<file path="config.mk">
export PLATFORM = sky130hd
export DESIGN_NAME = sdz_sqrt_cell
export DESIGN_NICKNAME = d
export VERILOG_FILES = /design/src/sdz_pkg.sv /design/src/sdz_sqrt_cell.sv
export SDC_FILE = /design/constraint.sdc
export NUM_CORES = 1
export LEC_CHECK = 0
export BUFFER_PORTS_ARGS = -buffer_cell sky130_fd_sc_hd__buf_2
export CORE_UTILIZATION = 51
export CTS_BUF_LIST = sky130_fd_sc_hd__clkbuf_2 sky130_fd_sc_hd__clkbuf_4 sky130_fd_sc_hd__clkbuf_8
export CTS_CLUSTER_SIZE = 40
export DETAILED_ROUTE_END_ITERATION = 12
export PLACE_DENSITY = 0.95
export SLEW_MARGIN = 40
export SYNTH_ARGS = -nofsm -noshare
export SYNTH_HDL_FRONTEND = slang
export SYNTH_SLANG_ARGS = --single-unit
export TNS_END_PERCENT = 20
</file>
<file path="constraint.sdc">
create_clock -name clk -period 9.3 [get_ports clk]
set_clock_uncertainty 0.2 [all_clocks]
set_input_delay 0 -clock clk [delete_from_list [all_inputs] [get_ports clk]]
set_output_delay 0 -clock clk [all_outputs]
set_load 0.02 [all_outputs]
</file>
<file path="src/sdz_pkg.sv">
// Shared types and constants of the stick dead zone scaler.
// Used by the square root cells, the divider cells and the top level.
`default_nettype none

package sdz_pkg;

    // Samples are taken from the low SAMPLE_BITS bits of each field.
    localparam int SAMPLE_BITS = 16;
    // Result bits of the square root, one cell each.
    localparam int ROOT_W = 16;
    // Quotient bits of each division pass, one cell each.
    localparam int QB = 15;
    localparam logic [14:0] Q_ONE = 15'd16384;

    typedef enum logic [1:0] {
        MODE_NONE  = 2'd0,
        MODE_INDEP = 2'd1,
        MODE_CIRC  = 2'd2
    } zone_mode_t;

    localparam logic [1:0] REG_MODE = 2'd0;
    localparam logic [1:0] REG_DZ   = 2'd1;
    localparam logic [1:0] REG_FS   = 2'd2;

    localparam logic [1:0]  RST_MODE = 2'd1;
    localparam logic [14:0] RST_DZ   = 15'd7849;
    localparam logic [14:0] RST_FS   = 15'd32767;

    typedef struct packed {
        logic        neg;
        logic [15:0] mag;
        logic        ovr_zero;
        logic        ovr_one;
    } lane_t;

    typedef struct packed {
        lane_t       lx;
        lane_t       ly;
        logic        circ;
        logic        zone;
        logic [15:0] r;
    } item_t;

    typedef struct packed {
        logic [31:0] rad;
        logic [17:0] rem;
        logic [15:0] root;
    } sqrt_st_t;

    typedef struct packed {
        logic [15:0] rem;
        logic [15:0] dsr;
        logic [14:0] low;
        logic [14:0] quo;
    } div_st_t;

endpackage

`default_nettype wire

</file>
<file path="src/sdz_sqrt_cell.sv">
// One digit cell of the pipelined integer square root.
// Depends on sdz_pkg for the item and root state types.
`default_nettype none

module sdz_sqrt_cell (
    input  wire logic             clk,
    input  wire logic             rst_n,
    input  wire logic             in_valid,
    output logic                  in_ready,
    input  wire sdz_pkg::item_t   in_item,
    input  wire sdz_pkg::sqrt_st_t in_st,
    output logic                  out_valid,
    input  wire logic             out_ready,
    output sdz_pkg::item_t        out_item,
    output sdz_pkg::sqrt_st_t     out_st
);

    logic              valid_reg;
    sdz_pkg::item_t    item_reg;
    sdz_pkg::sqrt_st_t st_reg;
    sdz_pkg::sqrt_st_t st_next;
    logic [19:0]       rem_t;
    logic [19:0]       trial;
    logic              ge;

    // Bring down the next two radicand bits and try the digit one.
    always_comb
    begin
        rem_t = {in_st.rem, in_st.rad[31:30]};
        trial = {2'b00, in_st.root, 2'b01};
        ge    = (rem_t >= trial);
        st_next.rad  = {in_st.rad[29:0], 2'b00};
        st_next.rem  = ge ? 18'(rem_t - trial) : rem_t[17:0];
        st_next.root = {in_st.root[14:0], ge};
    end

    assign in_ready  = !valid_reg || out_ready;
    assign out_valid = valid_reg;
    assign out_item  = item_reg;
    assign out_st    = st_reg;

    always_ff @(posedge clk or negedge rst_n)
    begin
        if (!rst_n)
            valid_reg <= 1'b0;
        else if (in_ready)
            valid_reg <= in_valid;
    end

    always_ff @(posedge clk)
    begin
        if (in_valid && in_ready)
        begin
            item_reg <= in_item;
            st_reg   <= st_next;
        end
    end

endmodule

`default_nettype wire

</file>
**Word level (Yosys, flattened, before mapping)**

Index checks and enable logic that the tools add are counted.

- $add $sub $neg: 1
- Magnitude comparators: 1
- Mux-type cells: 1
- Reduce and logical (&&, ||, !) cells: 3

Operators with widths:

| operator | number |
|---|---|
| $ge A20 B18 Y1 | 1 |
| $mux W18 | 1 |
| $sub A18 B18 Y18 | 1 |
| $logic_and A1 B1 Y1 | 1 |
| $logic_not A1 Y1 | 1 |
| $logic_or A1 B1 Y1 | 1 |

- Flip-flop bits (word level): 121
- Bits of input ports: 126
- Output and inout bits: 124
- Logic and storage cells: 21

**Longest topological paths before layout**

Gate-level depths: netlist of run 1.

- Word-level depth: 3
- Depth in mapped cells: 11
- Gate-level depth less buffers: 9

**Worst setup path after synthesis of run 1**

No wires, ideal clock.

- Kind: reg2reg
- From: register valid_reg, in the netlist out_valid
- To: register item_reg (netlist bit out_item[0]) (enable)
- Setup time: 493 ps
- Arrival time: 3506 ps
- Required time: 8607 ps
- Slack: 5101 ps
- Cell stages (with the launch flop): 3
- Period minus slack after synthesis: 4199 ps
- Cells stage by stage: dfrtp_1 -> nand2b_1 -> and2_1

- Word-level cells in the longest chain between the ends: 3

RTL lines:

| element | RTL line | RTL |
|---|---|---|
| start: declaration | sdz_sqrt_cell.sv:18 | `logic valid_reg;` |
| start signal: assignment | sdz_sqrt_cell.sv:47 | `valid_reg <= in_valid;` |
| $logic_not A1 Y1 | sdz_sqrt_cell.sv:37 | `assign in_ready = !valid_reg \|\| out_ready;` |
| $logic_or A1 B1 Y1 | sdz_sqrt_cell.sv:37 |  |
| named net in_ready | sdz_sqrt_cell.sv:9 | `output logic in_ready,` |
| $logic_and A1 B1 Y1 | sdz_sqrt_cell.sv:52 | `if (in_valid && in_ready)` |
| end signal: assignment | sdz_sqrt_cell.sv:54 | `item_reg <= in_item;` |
| end: declaration | sdz_sqrt_cell.sv:19 | `sdz_pkg::item_t item_reg;` |

The timed path passes the listed nets, and every way through them passes these cells.
A chain may end at the register's enable or synchronous reset.

==> results.py, run 1 <==
metrics = {
    "cts": {
        "numClockSinks": 121,
        "cts.clk_slew.worst_paths_ns": 0.07,
        "clockBufferDepth": 2,
        "clk-insertion-delay-late_ns": 0.43,
        "cts_root_buf": "clkbuf_8",
        "cts_tree": "done",
        "postCtsResizedCells": 0,
        "cts_hold_buf": 123,
        "post_cts_buffers": 0,
        "tritoncts.num_buffers": 17,
        "cts_max_level": 4,
    },
    "critical_path": {
        "worst-path-max-fanout": 19,
        "criticalPathCategory": "input port to flop",
        "worst_ep_required_time_ns": 9.26,
        "r2r_setup_slack_ns": 6.95,
        "worst-endpoint-arrival_ns": 2.74,
        "crit_path_end_kind": "flop",
        "crit_start": "in_st[7]",
        "startpoint_type": "input port",
        "reg2reg_to": "out_st[29]$_DFFE_PP_",
        "r2r_start": "out_valid$_DFFE_PN0N_",
        "ff2ff_path_depth": 3,
    },
    "floorplan": {
        "die_x_um": 99.7,
        "ioPinCount": 250,
        "coreArea_um2": 9240,
        "fp.dieH_um": 99.7,
        "die_area_um2": 9930,
        "start_util_pct": 52.6,
        "rows": 35,
    },
    "run_status": {
        "status": "complete, no violations",
    },
    "place": {
        "dp.final_hpwl_um": 9840,
        "place_congestion": 0.840,
        "io_buffers": 247,
        "pre_cts_ws_ns": 6.78,
    },
    "route": {
        "avgViaCountPerCell": 5.43,
        "drt-wirelength-per-cell_um": 22.2,
        "first_pass_iters": 5,
        "drt_wl_total_um": 18300,
        "drc": 0,
        "dr.first_iter.drc_count": 353,
        "ant_nets": 0,
        "vias": 4462,
    },
    "logic_synthesis": {
        "ys_top_cells_by_count": "120 x edfxtp_1, 20 x inv_1, 18 x ha_1, 15 x a21oi_1, 13 x mux2_2",
        "synthDistinctLibCells": 45,
        "yosys-top-cells-area": "edfxtp_1 74%, ha_1 4.6%, mux2_2 3.0%",
        "syn_area_per_cell_um2": 16.8,
        "synth_area_um2": 4860,
        "synth_top_area_share_pct": 74.1,
        "synth_edf_count": 120,
        "yosysSeqAreaShare_pct": 74.6,
        "ys_ff_latch": 121,
        "synthArstFlopShare_pct": 0.826,
        "synth.most_common_cell": "edfxtp_1",
        "yosys_warnings": 0,
        "syn_inst": 290,
        "yosysTopAreaCell": "edfxtp_1",
        "synth_ff_type": "edfxtp_1",
    },
    "timing": {
        "worst_slew_pin_slew_ns": 0.823,
        "max_freq_mhz": 360,
        "tns_ns": 0,
        "fin_ws_ns": 6.52,
        "slew_violations": 0,
        "grt_setup_unrepaired": "no",
        "slew_headroom_pct": 45.2,
        "finalCriticalPeriod_ns": 2.78,
        "finalSetupViolCount": 0,
        "post-route-period-util_pct": 29.9,
        "hold_viol": 0,
    },
    "power": {
        "powerDensity_nw_per_um2": 178,
        "ir_worst_vdd_uv": 105,
        "p_leak_nw": 3.41,
    },
    "finish": {
        "fillers": 418,
        "area_growth_pct": 61.8,
        "area.sequential_um2": 3630,
        "multi_input_area_um2": 1130,
        "fin_nets": 819,
        "drive_gt1_share_pct": 43.3,
    },
    "grt": {
        "grt_pass1_wl_um": 26700,
        "grt_usage_pct": 37.7,
        "grt_max_degree": 93,
        "grt_pass1_vias": 4551,
        "antenna_found_initial": 3,
        "overflow": 0,
    },
    "run": {
        "max-cap-violations": 0,
    },
    "min_path": {
        "holdCritPathClass": "input port to flop",
        "hold_depth": 3,
        "whs_endpoint": "out_st[0]$_DFFE_PP_",
        "hp-start": "in_st[32]",
    },
}
[final cells by class]
cell class / instances / share of cell area, %
multi-input cells: 144 / 14.3
diodes: 5 / 0.159
inverters: 20 / 0.954
repair buffers: 371 / 31.5
well taps: 129 / 2.05
clock buffers: 18 / 3.07
clock inverters: 14 / 1.86
flip-flops and latches: 121 / 46.1
[worst max-delay path, cell delays in order]
cell and delay [ns]:
dlygate4sd3_1 0.58, buf_2 0.13, inv_1 0.04, ha_1 0.40
a21oi_1 0.11, o21ai_1 0.22, a31oi_1 0.18, o211ai_4 0.63
mux2_2 0.43
[placed cells by master (no fill, tap or decap), drive strengths merged, types with 7 or more instances in the layout]
cell	count
ha	18
clkbuf	18
inv	24
nor2	11
mux2	15
a21oi	15
xnor2	10
buf	248
nand2	12
edfxtp	120
dlygate4sd3	123
clkinv	7
[kinds of logic after synthesis]
family | count (synthesis) | synth area share, %
flops | 121 | 74.6
simple gates | 49 | 4.99
compound gates | 43 | 6.71
buf+inv | 26 | 2.37
fa+ha+maj | 18 | 4.63
mux | 18 | 4.09
xor+xnor | 14 | 2.52
other cells | 1 | 0.0771
[worst max-delay path by stage]
stage / end / slack, ns / depth (start not counted)
CTS: out_st[21]$_DFFE_PP_ / 6.64 / 9
global placement: out_st[25]$_DFFE_PP_ / 6.83 / 8
detailed placement: out_st[23]$_DFFE_PP_ / 6.78 / 8
global route: out_st[29]$_DFFE_PP_ / 6.43 / 10
finish: out_st[25]$_DFFE_PP_ / 6.52 / 9
floorplan: out_item[0]$_DFFE_PP_ / 5.10 / 2
[state kept, by name (all words and copies together) (netlist names)]
| name | flops |
|---|---|
| out_valid | 1 |
| out_st | 64 |
| out_item | 56 |
[stage by stage]
step,power [mW],util (%),area (um^2),std cells,hold WS [ns]
after floorplan,0.798,-,4870,291,-0.496
after global placement,0.865,67.5,6230,662,-0.425
after detailed placement,0.875,67.5,6240,662,-0.422
after CTS,1.37,85.0,7860,817,0.0234
after global routing,1.44,85.1,7860,819,0.0280
final,1.40,85.2,7870,822,0.0443
[power breakdown]
group,switching (mW),total (mW),internal [mW],leakage (nW)
clock,0.237,0.480,0.243,0.197
combinational,0.152,0.268,0.116,2.06
sequential,0.0120,0.657,0.645,1.15
[layer usage]
| metal | wire length [um] | part of all wire, % | up-vias | track usage, % |
|---|---|---|---|---|
| li1 | - | - | 1881 | - |
| met1 | 6420 | 35 | 2163 | 42.0 |
| met2 | 9070 | 50 | 328 | 63.8 |
| met3 | 1670 | 9.1 | 90 | 11.7 |
| met4 | 1120 | 6.1 | 0 | 22.3 |
| met5 | 0 | 0 | - | 0 |
No activity file was read; power rests on OpenSTA's default activity.
==> run 2, diff against run 1 <==
--- a/config.mk
+++ b/config.mk
@@ -6,11 +6,11 @@
 export NUM_CORES = 1
 export LEC_CHECK = 0
 export BUFFER_PORTS_ARGS = -buffer_cell sky130_fd_sc_hd__buf_2
-export CORE_UTILIZATION = 51
+export CORE_UTILIZATION = 42
 export CTS_BUF_LIST = sky130_fd_sc_hd__clkbuf_2 sky130_fd_sc_hd__clkbuf_4 sky130_fd_sc_hd__clkbuf_8
 export CTS_CLUSTER_SIZE = 40
 export DETAILED_ROUTE_END_ITERATION = 12
-export PLACE_DENSITY = 0.95
+export PLACE_DENSITY = 0.87
 export SLEW_MARGIN = 40
 export SYNTH_ARGS = -nofsm -noshare
 export SYNTH_HDL_FRONTEND = slang
==> constraint.sdc (replaced) <==
create_clock -name clk -period 2.5 [get_ports clk]
set_clock_uncertainty 0.2 [all_clocks]
set_input_delay 0 -clock clk [delete_from_list [all_inputs] [get_ports clk]]
set_output_delay 0 -clock clk [all_outputs]
set_load 0.02 [all_outputs]
==> run 2 against run 1 <==
  * Sequential cell count stayed put
  * Worst hold slack better by 0.0043 ns
  * Die area is 21% higher
  * Largest cell class unchanged
==> results.py, run 2 (synthesized netlist as in run 1, its figures left out) <==
metrics = {
    "timing": {
        "whs_ns": 0.0486,
        "finalSetupViolCount": 0,
        "hold_viol": 0,
        "post-route-period-util_pct": 97.7,
        "max_freq_mhz": 409,
        "finalCriticalPeriod_ns": 2.44,
        "fin_ws_ns": 0.0571,
        "grt_setup_unrepaired": "no",
        "slew_violations": 0,
    },
    "place": {
        "io_buffers": 247,
        "placed_cells": 684,
        "dp.final_hpwl_um": 10100,
        "place_area_um2": 6360,
        "place_congestion": 0.850,
        "pre_cts_ws_ns": -0.0119,
    },
    "power": {
        "powerDensity_nw_per_um2": 651,
        "internal_power_mw": 3.86,
        "p_leak_nw": 3.51,
        "clkPwrFrac_pct": 34.5,
        "p_comb_share_pct": 19.2,
        "p_sw_mw": 1.40,
        "pwr-share-seq_pct": 46.2,
        "swShare_pct": 26.6,
        "ir_worst_vdd_uv": 369,
    },
    "floorplan": {
        "coreArea_um2": 11100,
        "start_util_pct": 43.9,
        "fp.dieH_um": 110,
        "die_area_um2": 12000,
        "ioPinCount": 250,
        "rows": 38,
        "die_x_um": 110,
    },
    "route": {
        "avgViaCountPerCell": 4.94,
        "first_pass_iters": 4,
        "ant_nets": 0,
        "drt-wirelength-per-cell_um": 19.3,
        "drc": 0,
        "dr.first_iter.drc_count": 296,
        "vias": 4174,
        "drt_wl_total_um": 16300,
    },
    "grt": {
        "grt_usage_pct": 26.9,
        "grt_pass1_wl_um": 22700,
        "antenna_found_initial": 2,
        "grt_pass1_vias": 4136,
        "grt_max_degree": 36,
        "overflow": 0,
    },
    "cts": {
        "cts_tree": "done",
        "clk-insertion-delay-late_ns": 0.41,
        "cts.clk_slew.worst_paths_ns": 0.08,
        "tritoncts.num_buffers": 17,
        "cts_root_buf": "clkbuf_8",
        "cts_max_level": 4,
        "numClockSinks": 121,
        "clockBufferDepth": 2,
    },
    "critical_path": {
        "crit_start": "in_st[17]",
        "r2r_start": "out_valid$_DFFE_PN0N_",
        "worst-path-max-fanout": 4,
        "criticalPathCategory": "input port to flop",
        "startpoint_type": "input port",
        "worst_ep_required_time_ns": 2.46,
        "worst-endpoint-arrival_ns": 2.41,
        "crit_path_end_kind": "flop",
    },
    "finish": {
        "layout_commonest_cell": "buf_2",
        "fin_area_um2": 8080,
        "fin_nets": 835,
        "area_growth_pct": 66.2,
        "drive_gt1_share_pct": 44.9,
        "post-route-util_pct": 73.0,
        "instances_no_fill": 845,
        "layout_common_cells": "247 x buf_2, 127 x dlygate4sd3_1, 120 x edfxtp_1",
        "largest_reg_flops": 64,
    },
    "min_path": {
        "holdCritPathClass": "input port to flop",
        "hp-start": "in_st[16]",
    },
    "run": {
        "max-cap-violations": 0,
    },
    "run_status": {
        "status": "complete, no violations",
    },
}
-- run 2: cell count changes in the layout (fill, tap and decap cells not counted), sizes merged --
cell,previous run,this run
bufinv,2,3
dlygate4sd3,123,127
diode,5,1
buf,248,260
inv,24,23
clkinv,7,5
clkinvlp,1,3
-- run 2: repair_timing --
| item | CTS | global route |
|---|---|---|
| hold endpoints to repair | 143 | 2 |
| hold buffers | 124 | 3 |
| gates resized for setup | 0 | 4 |
| buffers inserted | 0 | 1 |
| setup endpoints to repair | 0 | 15 |
-- run 2: power by group through the flow --
stage | clock network [mW] | logic, mW | registers [mW]
after floorplan | 0 | 0.319 | 2.64
after CTS | 1.83 | 0.977 | 2.43
after global routing | 1.94 | 1.07 | 2.44
after detailed placement | 0 | 0.812 | 2.47
final | 1.82 | 1.01 | 2.43
after global placement | 0 | 0.787 | 2.47
-- run 2: path summary, 6_finish.rpt --
kind	to	slack (ns)	cells past startpoint
setup / recovery	out_st[27]$_DFFE_PP_	0.06	10
hold / removal	out_st[18]$_DFFE_PP_	0.05	4
setup reg to reg	out_st[23]$_DFFE_PP_	0.66	3
hold reg to reg	out_st[62]$_DFFE_PP_	0.80	2
max in group asynchronous	out_valid$_DFFE_PN0N_	1.78	3
min in group asynchronous	out_valid$_DFFE_PN0N_	0.22	3
-- run 2: worst max-delay path, cell delays in order --
cell and delay (ns):
dlygate4sd3_1 0.54, buf_2 0.13, ha_1 0.33, nand2_1 0.09, o31a_1 0.33, nand2_1 0.11, o2111ai_1 0.20, a31oi_2 0.28
xor2_1 0.11, mux2_2 0.28
-- run 2: area by class of cell --
cell class / count / area, um^2
clock buffers: 18 / 241
well taps: 140 / 175
multi-input cells: 144 / 1150
clock inverters: 14 / 171
flip-flops and latches: 121 / 3630
repair buffers: 387 / 2640
fillers: 679 / 2990
inverters: 20 / 75.1
diodes: 1 / 2.50
-- run 2: per-stage QoR --
| step | TNS (ns) | power [mW] |
|---|---|---|
| 2_1_floorplan | 0 | 2.96 |
| 3_3_place_gp | 0 | 3.25 |
| 3_5_place_dp | -0.0256 | 3.28 |
| 4_1_cts | 0 | 5.23 |
| 5_1_grt | 0 | 5.46 |
| 6_report | 0 | 5.26 |
-- run 2: routing by layer --
metal,wire length [um],vias up,global-route usage [%]
met5,18,-,0
met4,534,2,12.4
met3,1280,36,7.47
met2,8560,231,48.7
met1,5930,2002,29.2
li1,-,1903,-
