`config.mk`:
```
export PLATFORM = sky130hd
export DESIGN_NAME = sdz_div_cell
export DESIGN_NICKNAME = d
export VERILOG_FILES = /design/src/sdz_pkg.sv /design/src/sdz_div_cell.sv
export SDC_FILE = /design/constraint.sdc
export NUM_CORES = 1
export LEC_CHECK = 0
export ABC_AREA = 1
export BUFFER_PORTS_ARGS = -buffer_cell sky130_fd_sc_hd__buf_2
export CAP_MARGIN = 20
export CORE_AREA = 3 3 143 145
export DETAILED_ROUTE_END_ITERATION = 12
export DIE_AREA = 0 0 146 148
export MAX_ROUTING_LAYER = met4
export PLACE_DENSITY = 0.73
export SLEW_MARGIN = 20
export SYNTH_ARGS = -nofsm -noshare
export SYNTH_HDL_FRONTEND = slang
export SYNTH_SLANG_ARGS = --single-unit
```
`constraint.sdc`:
```
create_clock -name clk -period 24.2 [get_ports clk]
set_input_delay 4.84 -clock clk [delete_from_list [all_inputs] [get_ports clk]]
set_output_delay 4.84 -clock clk [all_outputs]
set_load 0.01 [all_outputs]
```
`src/sdz_pkg.sv`:
```
// Shared types and constants of the stick dead zone scaler.
// Used by the square root cells, the divider cells and the top level.
`default_nettype none

package sdz_pkg;

    // Samples are taken from the low SAMPLE_BITS bits of each field.
    localparam int SAMPLE_BITS = 16;
    // Result bits of the square root, one cell each.
    localparam int ROOT_W = 16;
    // Quotient bits of each division pass, one cell each.
    localparam int QB = 15;
    localparam logic [14:0] Q_ONE = 15'd16384;

    typedef enum logic [1:0] {
        MODE_NONE  = 2'd0,
        MODE_INDEP = 2'd1,
        MODE_CIRC  = 2'd2
    } zone_mode_t;

    localparam logic [1:0] REG_MODE = 2'd0;
    localparam logic [1:0] REG_DZ   = 2'd1;
    localparam logic [1:0] REG_FS   = 2'd2;

    localparam logic [1:0]  RST_MODE = 2'd1;
    localparam logic [14:0] RST_DZ   = 15'd7849;
    localparam logic [14:0] RST_FS   = 15'd32767;

    typedef struct packed {
        logic        neg;
        logic [15:0] mag;
        logic        ovr_zero;
        logic        ovr_one;
    } lane_t;

    typedef struct packed {
        lane_t       lx;
        lane_t       ly;
        logic        circ;
        logic        zone;
        logic [15:0] r;
    } item_t;

    typedef struct packed {
        logic [31:0] rad;
        logic [17:0] rem;
        logic [15:0] root;
    } sqrt_st_t;

    typedef struct packed {
        logic [15:0] rem;
        logic [15:0] dsr;
        logic [14:0] low;
        logic [14:0] quo;
    } div_st_t;

endpackage

`default_nettype wire

```
`src/sdz_div_cell.sv`:
```
// One quotient bit cell of the pipelined restoring divider, both axes side by side.
// Depends on sdz_pkg for the item and divider state types.
`default_nettype none

module sdz_div_cell (
    input  wire logic             clk,
    input  wire logic             rst_n,
    input  wire logic             in_valid,
    output logic                  in_ready,
    input  wire sdz_pkg::item_t   in_item,
    input  wire sdz_pkg::div_st_t in_dx,
    input  wire sdz_pkg::div_st_t in_dy,
    output logic                  out_valid,
    input  wire logic             out_ready,
    output sdz_pkg::item_t        out_item,
    output sdz_pkg::div_st_t      out_dx,
    output sdz_pkg::div_st_t      out_dy
);

    logic             valid_reg;
    sdz_pkg::item_t   item_reg;
    sdz_pkg::div_st_t dx_reg;
    sdz_pkg::div_st_t dy_reg;
    sdz_pkg::div_st_t dx_next;
    sdz_pkg::div_st_t dy_next;

    function automatic sdz_pkg::div_st_t div_step(input sdz_pkg::div_st_t s);
        sdz_pkg::div_st_t n;
        logic [16:0]      t;
        logic             ge;
        t  = {s.rem, s.low[14]};
        ge = (t >= {1'b0, s.dsr});
        n.rem = ge ? 16'(t - {1'b0, s.dsr}) : t[15:0];
        n.dsr = s.dsr;
        n.low = {s.low[13:0], 1'b0};
        n.quo = {s.quo[13:0], ge};
        return n;
    endfunction

    always_comb
    begin
        dx_next = div_step(in_dx);
        dy_next = div_step(in_dy);
    end

    assign in_ready  = !valid_reg || out_ready;
    assign out_valid = valid_reg;
    assign out_item  = item_reg;
    assign out_dx    = dx_reg;
    assign out_dy    = dy_reg;

    always_ff @(posedge clk or negedge rst_n)
    begin
        if (!rst_n)
            valid_reg <= 1'b0;
        else if (in_ready)
            valid_reg <= in_valid;
    end

    always_ff @(posedge clk)
    begin
        if (in_valid && in_ready)
        begin
            item_reg <= in_item;
            dx_reg   <= dx_next;
            dy_reg   <= dy_next;
        end
    end

endmodule

`default_nettype wire

```
==> Word level (Yosys, flattened, before mapping) <==
Index checks and enable logic that the tools add are counted.
{ "word_totals": {"elab_cells": 29, "output_inout_bits": 182, "reg_bits": 179} }
{ "op_classes": {"muxes": 2, "addsub": 2, "magnitude_cmp": 2, "reduce_logical": 3} }
{ "op_table": {"columns": ["operator", "n"], "rows": [
  ["$ge A17 B16 Y1", 2],
  ["$mux W16", 2],
  ["$sub A16 B16 Y16", 2],
  ["$logic_and A1 B1 Y1", 1],
  ["$logic_not A1 Y1", 1],
  ["$logic_or A1 B1 Y1", 1]
]} }

==> Depth between registers and ports, before layout <==
Gate-level depths: netlist of run 1.
{ "depth": {"word_depth": 3, "depth_mapped": 14, "depth_no_buf": 13} }

==> Worst setup path after synthesis of run 1 <==
No wires, ideal clock.
{ "synth_timing": {"path_kind": "in2reg", "from": "input in_valid", "to": "register dx_reg (netlist bit out_dx[0]) (enable)", "t_arrival_ps": 13433, "t_required_ps": 23425, "path_stages": 2, "slack_ps": 9992, "setup_time_ps": 775, "path_cell_list": "inv_1 a21oi_1"} }
{ "synth_via": {"elab_chain_len": 1} }
{ "synth_lines": {"columns": ["element", "line_no", "text"], "rows": [
  ["start, declared", "sdz_div_cell.sv:8", "input wire logic in_valid,"],
  ["$logic_and A1 B1 Y1", "sdz_div_cell.sv:62", "if (in_valid && in_ready)"],
  ["end signal, assigned", "sdz_div_cell.sv:65", "dx_reg <= dx_next;"],
  ["end, declared", "sdz_div_cell.sv:22", "sdz_pkg::div_st_t dx_reg;"]
]} }
No other way between the ends.
A chain may end at the register's enable or synchronous reset.

==> Worst setup path in the final report of run 1 <==
{ "layout_timing": {"from": "input out_ready", "to": "output in_ready"} }
{ "layout_via": {"elab_chain_len": 1} }
{ "layout_lines": {"columns": ["element", "line_no", "text"], "rows": [
  ["start, declared", "sdz_div_cell.sv:14", "input wire logic out_ready,"],
  ["$logic_or A1 B1 Y1", "sdz_div_cell.sv:46", "assign in_ready = !valid_reg || out_ready;"],
  ["end, declared", "sdz_div_cell.sv:9", "output logic in_ready,"]
]} }
No other way between the ends.

==> qor.log, run 1 <==
qor: global_routing.groute.layer.met2.usage 33.6%
qor: logic_synthesis.synth.ff_latch_count 179
qor: clocking.clock_tree.buffer_depth 2
qor: placed_design.dp.final_hpwl 18,100 um
qor: sta.worst-slew-pin-transition 1.05 ns
qor: sta.max_freq 99.0 MHz
qor: logic_synthesis.yosysWarnings 0
qor: run_status.outcome finished clean
qor: die.core_region_area 19,300 um2
qor: layout.finalInstanceArea 10,900 um2
qor: pwr.power 0.765 mW
qor: die.initial_utilization 42.4%
qor: clocking.htree_levels 4
qor: placed_design.port_buffers 361
qor: routing.total_number_of_vias 6,455
qor: global_routing.top_usage_layer met2
qor: worst_setup_path.cp_max_fo 2
qor: pwr.irDropWorstVdd 0.0000454 V
qor: sta.grt_setup_unrepaired false
qor: clocking.root_buffer sky130_fd_sc_hd__clkbuf_16
qor: sta.finalCriticalPeriod 10.10 ns
qor: logic_synthesis.postSynthAreaPerCell 10.9 um2
qor: die.die-height 148 um
qor: layout.drive_gt1_share 36.6%
qor: pwr.leakage 5.41 nW
qor: routing.ant_nets 0
qor: die.floorplan.die_area 21,600 um2
qor: clocking.tritoncts_buffers 17
qor: layout.synthesis_to_finish_area_growth 33.2%
qor: sta.worst_slew_margin 29.8%
qor: min_path.holdCritPathClass reg -> reg
qor: routing.wl_per_cell 16.1 um
qor: pwr.power.density_cell_area 70.1 nW/um2
qor: global_routing.first_pass_grt_wire_length 34,400 um
qor: layout.design.final.nets 1,343
qor: layout.final_cell_count_without_fillers 1,406
qor: sta.timing.final.setup_violations 0
qor: logic_synthesis.synthDistinctLibCells 28
qor: routing.detailedRoute.firstIterationViolations 372
qor: clocking.clkTransAtPathRegs 0.08 ns
qor: logic_synthesis.syn-cell-area 8200 um2
qor: sta.post-route-period-util 41.8%
qor: job.drv_cap 0
qor: clocking.cts_tree done
qor: placed_design.numPlacedInstances 1,371
qor: worst_setup_path.critical_path_required 19.36 ns
qor: global_routing.overflow 0
qor: global_routing.met1_usage 26.8%
qor: clocking.cts_sinks 179
qor: worst_setup_path.critical_path.startpoint_type input pin
qor: worst_setup_path.crit_arrival 5.26 ns
qor: die.die_w 146 um
qor: sta.fin_skew 0.0114 ns
qor: sta.timing.setup.tns 0 ns
qor: global_routing.pin_count_of_the_biggest_net_entering_global_routing 82
qor: layout.filler_cell_count 1,693
qor: sta.report.final.slew_viol_count 0
qor: routing.drc_errors 0
qor: clocking.clkLatencyLatePin 0.42 ns
qor: placed_design.gp_routability_congestion 0.893
qor: routing.drtPass1Iterations 5
qor: logic_synthesis.syn_inst 750
qor: worst_setup_path.crit_type in -> out
qor: global_routing.number_of_antenna_violations_at_the_first_check_in_global_routing 3
qor: routing.drt_wl_total 22,700 um
qor: placed_design.detailed_place.area 10,300 um2
qor: global_routing.gr_util_all_layers 21.2%
qor: die.io-pin-count 366
qor: global_routing.gr-usage-met3 4.57%
qor: layout.utilization 56.4%
qor: routing.drt-vias-per-instance 4.59
qor: logic_synthesis.ys_seq_area_share 65.5%
qor: die.row_count 51
qor: clocking.post-cts-setup-buffers 0
qor: sta.final-hold-violation-count 0
qor: clocking.cts-hold-fix-buffers 0
qor: global_routing.number_of_global_route_vias_before_repair 6,085
qor: worst_setup_path.critical_path.endpoint_type output pin
qor: clocking.post_cts_resize_count 0
==> cell usage in the layout, fill, tap and decap left out, drive strengths merged, types with 3 or more instances in the layout <==
cell / n
nand3: 61
nand2: 254
ha: 32
diode: 3
inv: 139
edfxtp: 178
buf: 364
and2: 4
a21oi: 19
xor2: 10
nor2: 26
clkbuf: 18
nand4: 9
clkinv: 6
==> state kept, by name, indices dropped and copies added (netlist names) <==
register / flops
out_dy: 61
out_dx: 61
out_item: 56
out_valid: 1
==> path summary, 6_finish.rpt <==
| check | slack [ns] | endpoint | depth (start not counted) | startpoint |
|---|---|---|---|---|
| max | 14.10 | in_ready | 4 | out_ready |
| min | 0.61 | out_valid | 2 | out_valid |
| max reg2reg | 21.73 | out_dx[59] | 3 | out_valid |
| min reg2reg | 0.61 | out_valid | 2 | out_valid |
| max in group asynchronous | 19.94 | out_valid | 1 | rst_n |
| min in group asynchronous | 4.17 | out_valid | 1 | rst_n |
==> logic make-up after synthesis <==
group                      after synthesis  synth area share (%)
and+or+nand+nor                        358                  19.0
other                                    1                0.0458
xor gates and xnor gates                12                  1.28
adders and majority gates               34                  5.37
AOI/OAI and AO/OA                       25                  1.80
DFF                                    179                  65.5
buffers and inverters                  141                  6.96
==> power breakdown <==
group          switching, mW  internal (mW)
clock network          0.132          0.139
logic                 0.0764         0.0465
registers            0.00406          0.366
==> Yosys cell counts, drive strengths merged <==
| library cell | number | area share (%) |
|---|---|---|
| conb | 1 | 0.046 |
| inv | 132 | 6.0 |
| edfxtp | 178 | 65 |
| nor3 | 2 | 0.12 |
| nand3 | 61 | 4.2 |
| and2 | 4 | 0.31 |
| xor2 | 10 | 1.1 |
| buf | 9 | 0.92 |
| xnor2 | 2 | 0.21 |
| nand2 | 254 | 12 |
| o21bai | 2 | 0.18 |
| ha | 32 | 4.9 |
| nand3b | 2 | 0.18 |
| a21oi | 19 | 1.2 |
| nor2 | 26 | 1.6 |
| nand4 | 9 | 0.69 |
| dfrtp | 1 | 0.31 |
| fa | 2 | 0.49 |
| o21a | 2 | 0.18 |
| a21boi | 2 | 0.27 |
==> critical path, stage by stage <==
cell                      delay, ns
sky130_fd_sc_hd__buf_2         0.10
sky130_fd_sc_hd__inv_1         0.10
sky130_fd_sc_hd__nand2_1       0.08
sky130_fd_sc_hd__buf_2         0.15
==> per-stage QoR <==
stage          setup slack (ns)  hold WS (ns)
3_5_place_dp              14.10         0.594
3_3_place_gp              14.11         0.560
6_report                  14.10         0.607
5_1_grt                   14.05         0.681
4_1_cts                   14.10         0.613
2_1_floorplan              9.99         0.609
==> metal layers <==
metal,routed length (um),vias up
met5,0,-
met4,674,0
met3,1670,44
met2,11000,255
met1,9350,2941
li1,-,3215
==> cell type report <==
class / instances / area (um2) / area share, %
clock inverters: 14 / 161 / 1.48
diodes: 3 / 7.51 / 0.0688
flip-flops and latches: 179 / 5370 / 49.2
well taps: 265 / 332 / 3.04
repair buffers: 364 / 1850 / 16.9
inverters: 132 / 495 / 4.54
multi-input cells: 431 / 2270 / 20.8
clock buffers: 18 / 429 / 3.93
(Power assumes the default switching activity.)
==> run 2: changes to the inputs <==
==> constraint.sdc (replaced) <==
create_clock -name clk -period 10.3 [get_ports clk]
set_input_delay 2.06 -clock clk [delete_from_list [all_inputs] [get_ports clk]]
set_output_delay 2.06 -clock clk [all_outputs]
set_load 0.01 [all_outputs]
==> run 2 against run 1 <==
Net effect: sequential power up 140%; critical endpoint unchanged; largest cell class unchanged; non-clock buffer count is the same; setup slack worse by 8.3 ns; wire length grew 0.41%; sequential share of layout area barely moved; clock power increased by 130%; largest power group unchanged; die area did not move.
==> qor.log, run 2 (synthesized netlist as in run 1, its figures left out) <==
qor: pwr.combPwrFrac 16.1%
qor: clocking.cts_tree done
qor: layout.filler_cell_count 1,669
qor: clocking.clock_tree.buffer_depth 2
qor: worst_setup_path.crit-reg2reg-launch out_valid
qor: global_routing.overflow 0
qor: layout.synthesis_to_finish_area_growth 33.1%
qor: clocking.htree_levels 4
qor: worst_setup_path.worst_setup_sp out_ready
qor: routing.drt_wl_total 22,800 um
qor: die.io-pin-count 366
qor: placed_design.gp_routability_congestion 0.896
qor: worst_setup_path.rr_worst_depth 2
qor: routing.ant_nets 0
qor: pwr.total_switching_power 0.498 mW
qor: worst_setup_path.regToRegEndpoint out_dy[53]
qor: placed_design.dp.final_hpwl 18,100 um
qor: die.initial_utilization 42.4%
qor: worst_setup_path.critPathSlowestCell sky130_fd_sc_hd__buf_2
qor: global_routing.number_of_antenna_violations_at_the_first_check_in_global_routing 2
qor: layout.final_cell_count_without_fillers 1,407
qor: placed_design.numPlacedInstances 1,370
qor: die.floorplan.die_area 21,600 um2
qor: clocking.tritoncts_buffers 17
qor: worst_setup_path.timing.critical_path.cells buf_2 > inv_1 > nand2_1 > buf_2
qor: pwr.irDropWorstVdd 0.000104 V
qor: die.die-height 148 um
qor: layout.mostFrequentLayoutCells sky130_fd_sc_hd__buf_2 (361), sky130_fd_sc_hd__nand2_1 (248), sky130_fd_sc_hd__edfxtp_1 (178)
qor: routing.drc_errors 0
qor: min_path.holdCritPathClass reg -> reg
qor: pwr.leakage 5.41 nW
qor: worst_setup_path.cp_max_fo 2
qor: worst_setup_path.critical_path.endpoint_type output pin
qor: worst_setup_path.critical_path_required 8.24 ns
qor: clocking.post_cts_resize_count 0
qor: global_routing.first_pass_grt_wire_length 34,200 um
qor: pwr.internal_power 1.30 mW
qor: sta.worst_slew_margin 36.7%
qor: layout.most_common_cell_after_layout_fill_and_taps_aside sky130_fd_sc_hd__buf_2
qor: clocking.clkTransAtPathRegs 0.07 ns
qor: worst_setup_path.critical_path.startpoint_type input pin
qor: layout.finalInstanceArea 10,900 um2
qor: placed_design.port_buffers 361
qor: sta.post-route-period-util 44.2%
qor: worst_setup_path.critPathMaxStageDelay 0.16 ns
qor: clocking.cts_sinks 179
qor: placed_design.detailed_place.area 10,300 um2
qor: pwr.power.density_cell_area 164 nW/um2
qor: global_routing.number_of_global_route_vias_before_repair 6,074
qor: sta.fin_skew 0.0117 ns
qor: die.die_w 146 um
qor: sta.worst-slew-pin-transition 0.949 ns
qor: worst_setup_path.crit_arrival 2.49 ns
qor: global_routing.gr_util_all_layers 21.1%
qor: run_status.outcome finished clean
qor: sta.grt_setup_unrepaired false
qor: sta.final-hold-violation-count 0
qor: die.core_region_area 19,300 um2
qor: pwr.power_switching_share 27.8%
qor: pwr.power.share.clock 35.4%
qor: pwr.seqPwrFrac 48.5%
qor: routing.drtPass1Iterations 5
qor: global_routing.pin_count_of_the_biggest_net_entering_global_routing 83
qor: routing.drt-vias-per-instance 4.53
qor: sta.timing.setup.tns 0 ns
qor: layout.drive_gt1_share 36.6%
qor: job.drv_cap 0
qor: layout.design.final.nets 1,343
qor: worst_setup_path.worstSetupEndpoint in_ready
qor: worst_setup_path.crit_type in -> out
qor: clocking.root_buffer sky130_fd_sc_hd__clkbuf_16
qor: clocking.clkLatencyLatePin 0.42 ns
qor: worst_setup_path.crit_path_leading_delay_family buffers and inverters
qor: worst_setup_path.setup.reg_to_reg.worst_slack 8.11 ns
qor: die.row_count 51
qor: sta.report.final.slew_viol_count 0
qor: sta.max_freq 220 MHz
qor: sta.finalCriticalPeriod 4.55 ns
qor: worst_setup_path.critical_path.n_buffers_inverters 3
qor: routing.wl_per_cell 16.2 um
qor: clocking.post-cts-setup-buffers 0
qor: worst_setup_path.path_depth 4
qor: routing.detailedRoute.firstIterationViolations 394
qor: sta.timing.final.setup_violations 0
qor: clocking.cts-hold-fix-buffers 0
qor: worst_setup_path.critical_path.most_common_cell sky130_fd_sc_hd__buf_2
qor: pwr.power 1.79 mW
qor: routing.total_number_of_vias 6,368
-- run 2: changes by cell type in the layout (fill, tap and decap cells not counted), sizes merged --
cell and change:
inv +2, diode +1, clkinv -2
-- run 2: worst min-delay path by stage --
| stage | start | end | cells past startpoint |
|---|---|---|---|
| finish | out_valid | out_valid | 2 |
| global route | out_valid | out_valid | 2 |
| CTS | out_valid | out_valid | 2 |
| detailed placement | out_valid | out_valid | 2 |
| global placement | out_valid | out_valid | 2 |
| floorplan | out_valid | out_valid | 2 |
-- run 2: metrics by stage --
| stage | utilization (%) | setup slack (ns) | hold WS [ns] |
|---|---|---|---|
| after floorplan | - | 2.55 | 0.631 |
| after global placement | 53.2 | 5.76 | 0.564 |
| after detailed placement | 53.2 | 5.75 | 0.585 |
| after CTS | 56.2 | 5.75 | 0.605 |
| after global routing | 56.4 | 5.72 | 0.644 |
| final | 56.4 | 5.75 | 0.596 |
-- run 2: cell type report --
class	instances	area [um2]	area share, %
diodes	4	10.0	0.0918
clock buffers	18	429	3.93
clock inverters	14	151	1.39
inverters	132	495	4.54
multi-input cells	431	2270	20.8
flip-flops and latches	179	5370	49.2
well taps	265	332	3.04
repair buffers	364	1850	17.0
-- run 2: worst reg2reg max path, delay by kind of cell, from the launching register on --
| family | cells | cell delay (ns) |
|---|---|---|
| AO/OA/AOI/OAI | 1 | 0.50 |
| flip-flops | 1 | 0.42 |
| buffers and inverters | 1 | 0.83 |
-- run 2: power groups by stage --
stage | registers (mW) | logic, mW | clock network [mW]
floorplan | 0.920 | 0.141 | 0
global placement | 0.886 | 0.283 | 0
detailed placement | 0.887 | 0.288 | 0
CTS | 0.871 | 0.289 | 0.649
global route | 0.875 | 0.323 | 0.680
finish | 0.870 | 0.289 | 0.635
-- run 2: layer usage --
metal | wire (um) | track usage, % | vias to the layer above
li1 | - | - | 3216
met1 | 9490 | 26.1 | 2855
met2 | 11000 | 34.3 | 257
met3 | 1670 | 5.00 | 40
met4 | 592 | 7.53 | 0
met5 | 0 | - | -
